$ cat config.mk
export PLATFORM = sky130hd
export DESIGN_NAME = imm_ram
export DESIGN_NICKNAME = d
export VERILOG_FILES = /design/src/rtl/imm_ram.sv
export SDC_FILE = /design/constraint.sdc
export NUM_CORES = 2
export LEC_CHECK = 0
export BUFFER_PORTS_ARGS = -buffer_cell sky130_fd_sc_hd__buf_2
export CAP_MARGIN = 20
export CELL_PAD_IN_SITES_DETAIL_PLACEMENT = 0
export CELL_PAD_IN_SITES_GLOBAL_PLACEMENT = 1
export CORE_MARGIN = 1.5
export CORE_UTILIZATION = 30
export DETAILED_ROUTE_END_ITERATION = 8
export GPL_ROUTABILITY_DRIVEN = 0
export GPL_TIMING_DRIVEN = 0
export PLACE_DENSITY = 0.45
export SKIP_CTS_REPAIR_TIMING = 1
export SLEW_MARGIN = 20
export SYNTH_ARGS = -nofsm -noshare
export SYNTH_HDL_FRONTEND = slang
export SYNTH_SLANG_ARGS = --single-unit
$ cat constraint.sdc
create_clock -name clock -period 4.1 [get_ports clock]
set_input_delay 0.41 -clock clock [delete_from_list [all_inputs] [get_ports clock]]
set_output_delay 0.41 -clock clock [all_outputs]
set_load 0.02 [all_outputs]
$ cat src/rtl/imm_ram.sv
`default_nettype none

module imm_ram #(
   parameter int  WIDTH  = 32,
   parameter int  DEPTH  = 64,
   localparam int ADDR_W = (DEPTH > 1) ? $clog2(DEPTH) : 1
) (
   input  wire logic              clock,
   input  wire logic              write_enable,
   input  wire logic [ADDR_W-1:0] write_address,
   input  wire logic [WIDTH-1:0]  write_data,
   input  wire logic [ADDR_W-1:0] read_address,
   output logic      [WIDTH-1:0]  read_data
);

   logic [WIDTH-1:0] mem_ff [DEPTH];
   logic [WIDTH-1:0] read_data_ff;

   // one write port, one registered read port
   always_ff @(posedge clock) begin
      if (write_enable) begin
         mem_ff[write_address] <= write_data;
      end
      read_data_ff <= mem_ff[read_address];
   end

   assign read_data = read_data_ff;

endmodule

`default_nettype wire

* After elaboration in Yosys (flattened, before gate mapping)
Memories as Yosys holds them, arrays and structs flattened. A register that Yosys moved wholly into a read port is not among the register bits.
Index checks and enable logic that the tools add are counted.
** Word-level totals
- Flip-flop bits (word level) :: 0
- Memory bits (writable) :: 2048
- Input bits :: 46
- Logic and storage cells :: 3
- Memories :: 1
** Memory list
- mem_ff :: words 64, bits a word 32, read ports 1, clocked after memory_dff 1, write ports 1, RTL line 16 : logic [WIDTH-1:0] mem_ff [DEPTH];
** Cells by class
- Multiplexer cells :: 2
** Operators by type and width (number)
- $mux W1 :: 2

* Depth between registers and ports, before layout
- Depth after elaboration :: 2
- Mapped depth :: 10
- Gate-level depth less buffers :: 5

* Worst setup path before layout
OpenSTA, ideal clock, no wires.
- Path type :: input to register
- From :: input port write_address[3]
- To :: memory mem_ff[48][0] (enable)
- Library setup time :: 0.461 ns
- Arrival :: 3.109 ns
- Setup slack :: 0.530 ns
- Stages on the path :: 4
- Path through :: clkbuf_1 nor2b_1 nand4b_1 nor3_1
** RTL lines
- start, declared :: RTL line 10 : input wire logic [ADDR_W-1:0] write_address,
- end, declared :: RTL line 16
Straight into the memory's write port.

==> impl_metrics.ini <==
[yosys]
number_of_standard_cells_after_synthesis = 3324
synth-edff-count = 2048
synth_nets = 3370
synth-compound-area-share = 0.0167
synthesis.area_sq_um = 78500
synth_flop_cell = sky130_fd_sc_hd__edfxtp_1
synthXorXnorAreaFrac = 0
yosys.cell_types.count = 34
main_combinational_cell_family_by_area_after_synthesis = multiplexers
synth_sequential_area_ratio = 0.791
synth_fa_ha_area_frac = 0
synth-async-reset-ratio = 0
multiplexer_share_of_the_synthesized_area = 0.168
ys_warn_count = 0
ys_seq_elements = 2080
synth-simple-area-share = 0.0127
synth.avg_cell_area_sq_um = 23.6

[setup_path]
crit_fanout = 10
timing.critical_path.mode_cell = sky130_fd_sc_hd__buf_2
rr_worst_depth = 4
timing.critical_path.slowest_stage_cell = sky130_fd_sc_hd__a21oi_1
timing.reg2reg.setup_slack_ps = 1040
timing.setup.critical_path_class = in -> reg
required_time_of_the_critical_path_ps = 4780
cpPeakStageDelay_ps = 830
worstSetupStartpointType = primary input
worstSetupStartpoint = read_address[1]
ff_to_ff_end = read_data[18]$_DFF_P_
capture_point_of_the_critical_path = read_data[22]$_DFF_P_
setup.worst_path.end_class = register
start_of_the_worst_register_to_register_path = mem_ff[11][18]$_DFFE_PP_
timing.critical_path.cells = buf_2 -> buf_2 -> buf_2 -> buf_2 -> nand3b_1 -> o221ai_1 -> a21oi_1 -> a21oi_1 -> nor2_1
worstPathArrival_ps = 4850

[floorplanning]
core_area_sq_um = 260000
total_die_area_sq_um = 265000
num_rows = 187
top_level_ports = 78
start_util = 0.302
die_width_um = 515
fp.dieH_um = 515

[sta]
timing_worst_slew_pin_value_ps = 1340
postLayoutSetupSlackWorst_ps = -66.7
timing.final.hold_violations = 0
slew_headroom = 0.105
setup_viol_count_final = 1
timing.final.crit_share = 1.02
final.setup.tns_ps = -66.7
layout_min_cycle_time_ps = 4170
clock.fmax_mhz = 240
slew_violations = 0
rsz0062_at_grt = false
skew_ps = 37.1

[routing]
drc_errors = 0
detailedRoute.firstPassIterationCount = 5
detailroute.via_count = 38379
antenna_left = 0
totalWireLength_um = 273000
avgRoutedWirePerCell_um = 36.6
vias_per_cell = 5.13
drt_iter0_markers = 4350

[global_routing]
wire_length_of_the_first_global_routing_pass_um = 361000
maximum_number_of_pins_on_one_net_before_global_route_repair = 65
initial_antenna_violation_count = 27
global_route.usage.total = 0.206
grt_remaining_overflow = 0
vias_in_the_first_global_route = 38501

[status]
violated_checks = setup timing
outcome = finished with violations

[power_and_ir_drop]
static-leakage-power_nw = 29.2
pwr_density_cell_nw_per_um2 = 486
peakVddDrop_mv = 0.438

[placement]
port-buffer-count = 69
detailedPlacementHpwl_um = 185000
place_ws_ps = -915

[clock_network]
cts_num_sinks = 2080
cts_buffers = 224
ctsLongestPathBuffers = 3
tritoncts = done
htree_num_levels = 4
worstSkewPairLatency_ps = 870
clock-root-buffer = sky130_fd_sc_hd__clkbuf_16
cts.reportedPaths.clkPinSlew_ps = 60

[finish]
final_net_count = 3833
layout.cells.most_common = sky130_fd_sc_hd__edfxtp_1
final_cell_mix = 2048 x sky130_fd_sc_hd__edfxtp_1, 544 x sky130_fd_sc_hd__mux4_2, 230 x sky130_fd_sc_hd__clkbuf_16
nFillCells = 23632
flow.area_growth_from_synthesis_pct = 20.4
fraction_of_layout_cells_with_a_size_suffix_above_1 = 0.320

[flow_run]
cap_viol_max_count = 0

[hold_path]
hold_path_class = in -> reg
## area by class of cell
class / instances / area, sq um / share of cell area
Antenna cell: 15 / 37.5 / 0.000397
Buffer: 182 / 932 / 0.00986
Clock buffer: 292 / 6050 / 0.0640
Clock inverter: 113 / 961 / 0.0102
Multi-Input combinational cell: 1062 / 16000 / 0.169
Sequential cell: 2080 / 62100 / 0.657
Tap cell: 3496 / 4370 / 0.0463
Timing Repair Buffer: 237 / 4070 / 0.0431
## synth_stat cells, types with 7 or more instances
cell type	count	area [sq um]
sky130_fd_sc_hd__a22oi_1	12	90.1
sky130_fd_sc_hd__mux2i_1	93	931
sky130_fd_sc_hd__edfxtp_1	2048	61500
sky130_fd_sc_hd__a21oi_1	62	310
sky130_fd_sc_hd__nor3_1	7	35.0
sky130_fd_sc_hd__dfxtp_1	32	641
sky130_fd_sc_hd__clkbuf_1	74	278
sky130_fd_sc_hd__nand2_1	26	97.6
sky130_fd_sc_hd__o22ai_1	84	526
sky130_fd_sc_hd__a311oi_1	8	70.1
sky130_fd_sc_hd__buf_4	25	188
sky130_fd_sc_hd__buf_2	57	285
sky130_fd_sc_hd__buf_1	21	78.8
sky130_fd_sc_hd__o221ai_1	27	236
sky130_fd_sc_hd__nor2b_1	15	93.8
sky130_fd_sc_hd__mux4_2	544	12300
sky130_fd_sc_hd__nand2b_1	8	50.1
sky130_fd_sc_hd__nor2_1	137	514
## per-stage QoR
stage               total power, mW  utilization  hold WS [ps]  std cells  area [sq um]
floorplan                      25.2            -           509       3324         78500
global placement               26.7        0.320           826       6889         83200
detailed placement             26.8        0.336           828       7046         87400
CTS                            46.4        0.363          -111       7451         94400
global route                   47.3        0.364         -1.38       7467         94500
finish                         45.9        0.364          36.2       7477         94600
## critical path, delay by kind of cell
kind,cells,cell delay [ps]
buffers and inverters,4,1890
AND/OR/NAND/NOR,2,810
AO/OA/AOI/OAI,3,1680
## registers in the layout (all words and copies together) (netlist names)
signal	cells
read_data	32
mem_ff	2048
## cells by family after synthesis
group	count (synthesis)
AND/OR/NAND/NOR	223
AO/OA/AOI/OAI	202
buffers and inverters	182
multiplexers	637
flip-flops	2080
## worst min path at each step
stage                     startpoint                       end  slack [ps]  depth (start not counted)
2_1_floorplan          write_data[0]    mem_ff[0][0]$_DFFE_PP_         510                          0
3_3_place_gp   read_data[28]$_DFF_P_             read_data[28]         830                          1
3_5_place_dp   read_data[16]$_DFF_P_             read_data[16]         830                          1
4_1_cts               write_data[22]  mem_ff[63][22]$_DFFE_PP_        -110                          1
5_1_grt               write_data[16]  mem_ff[24][16]$_DFFE_PP_          -1                          1
6_report              write_data[16]  mem_ff[30][16]$_DFFE_PP_          40                          1
## report_power, final
group	total, mW	switching (mW)	internal, mW	leakage, nW
clock	19.6	8.55	11.0	3.43
combinational	2.76	1.89	0.868	7.11
sequential	23.6	0.0397	23.5	18.7
total	45.9	10.5	35.5	29.2
## per-layer routing
metal / share of wire / wire length [um] / track usage / vias to the layer above
li1: - / - / - / 15273
met1: 0.43 / 117000 / 0.278 / 21369
met2: 0.48 / 131000 / 0.333 / 1429
met3: 0.065 / 17700 / 0.0431 / 308
met4: 0.031 / 8470 / 0.0604 / 0
met5: 0 / 0 / 0 / -
Note: power is estimated with default switching activity, not from simulation.
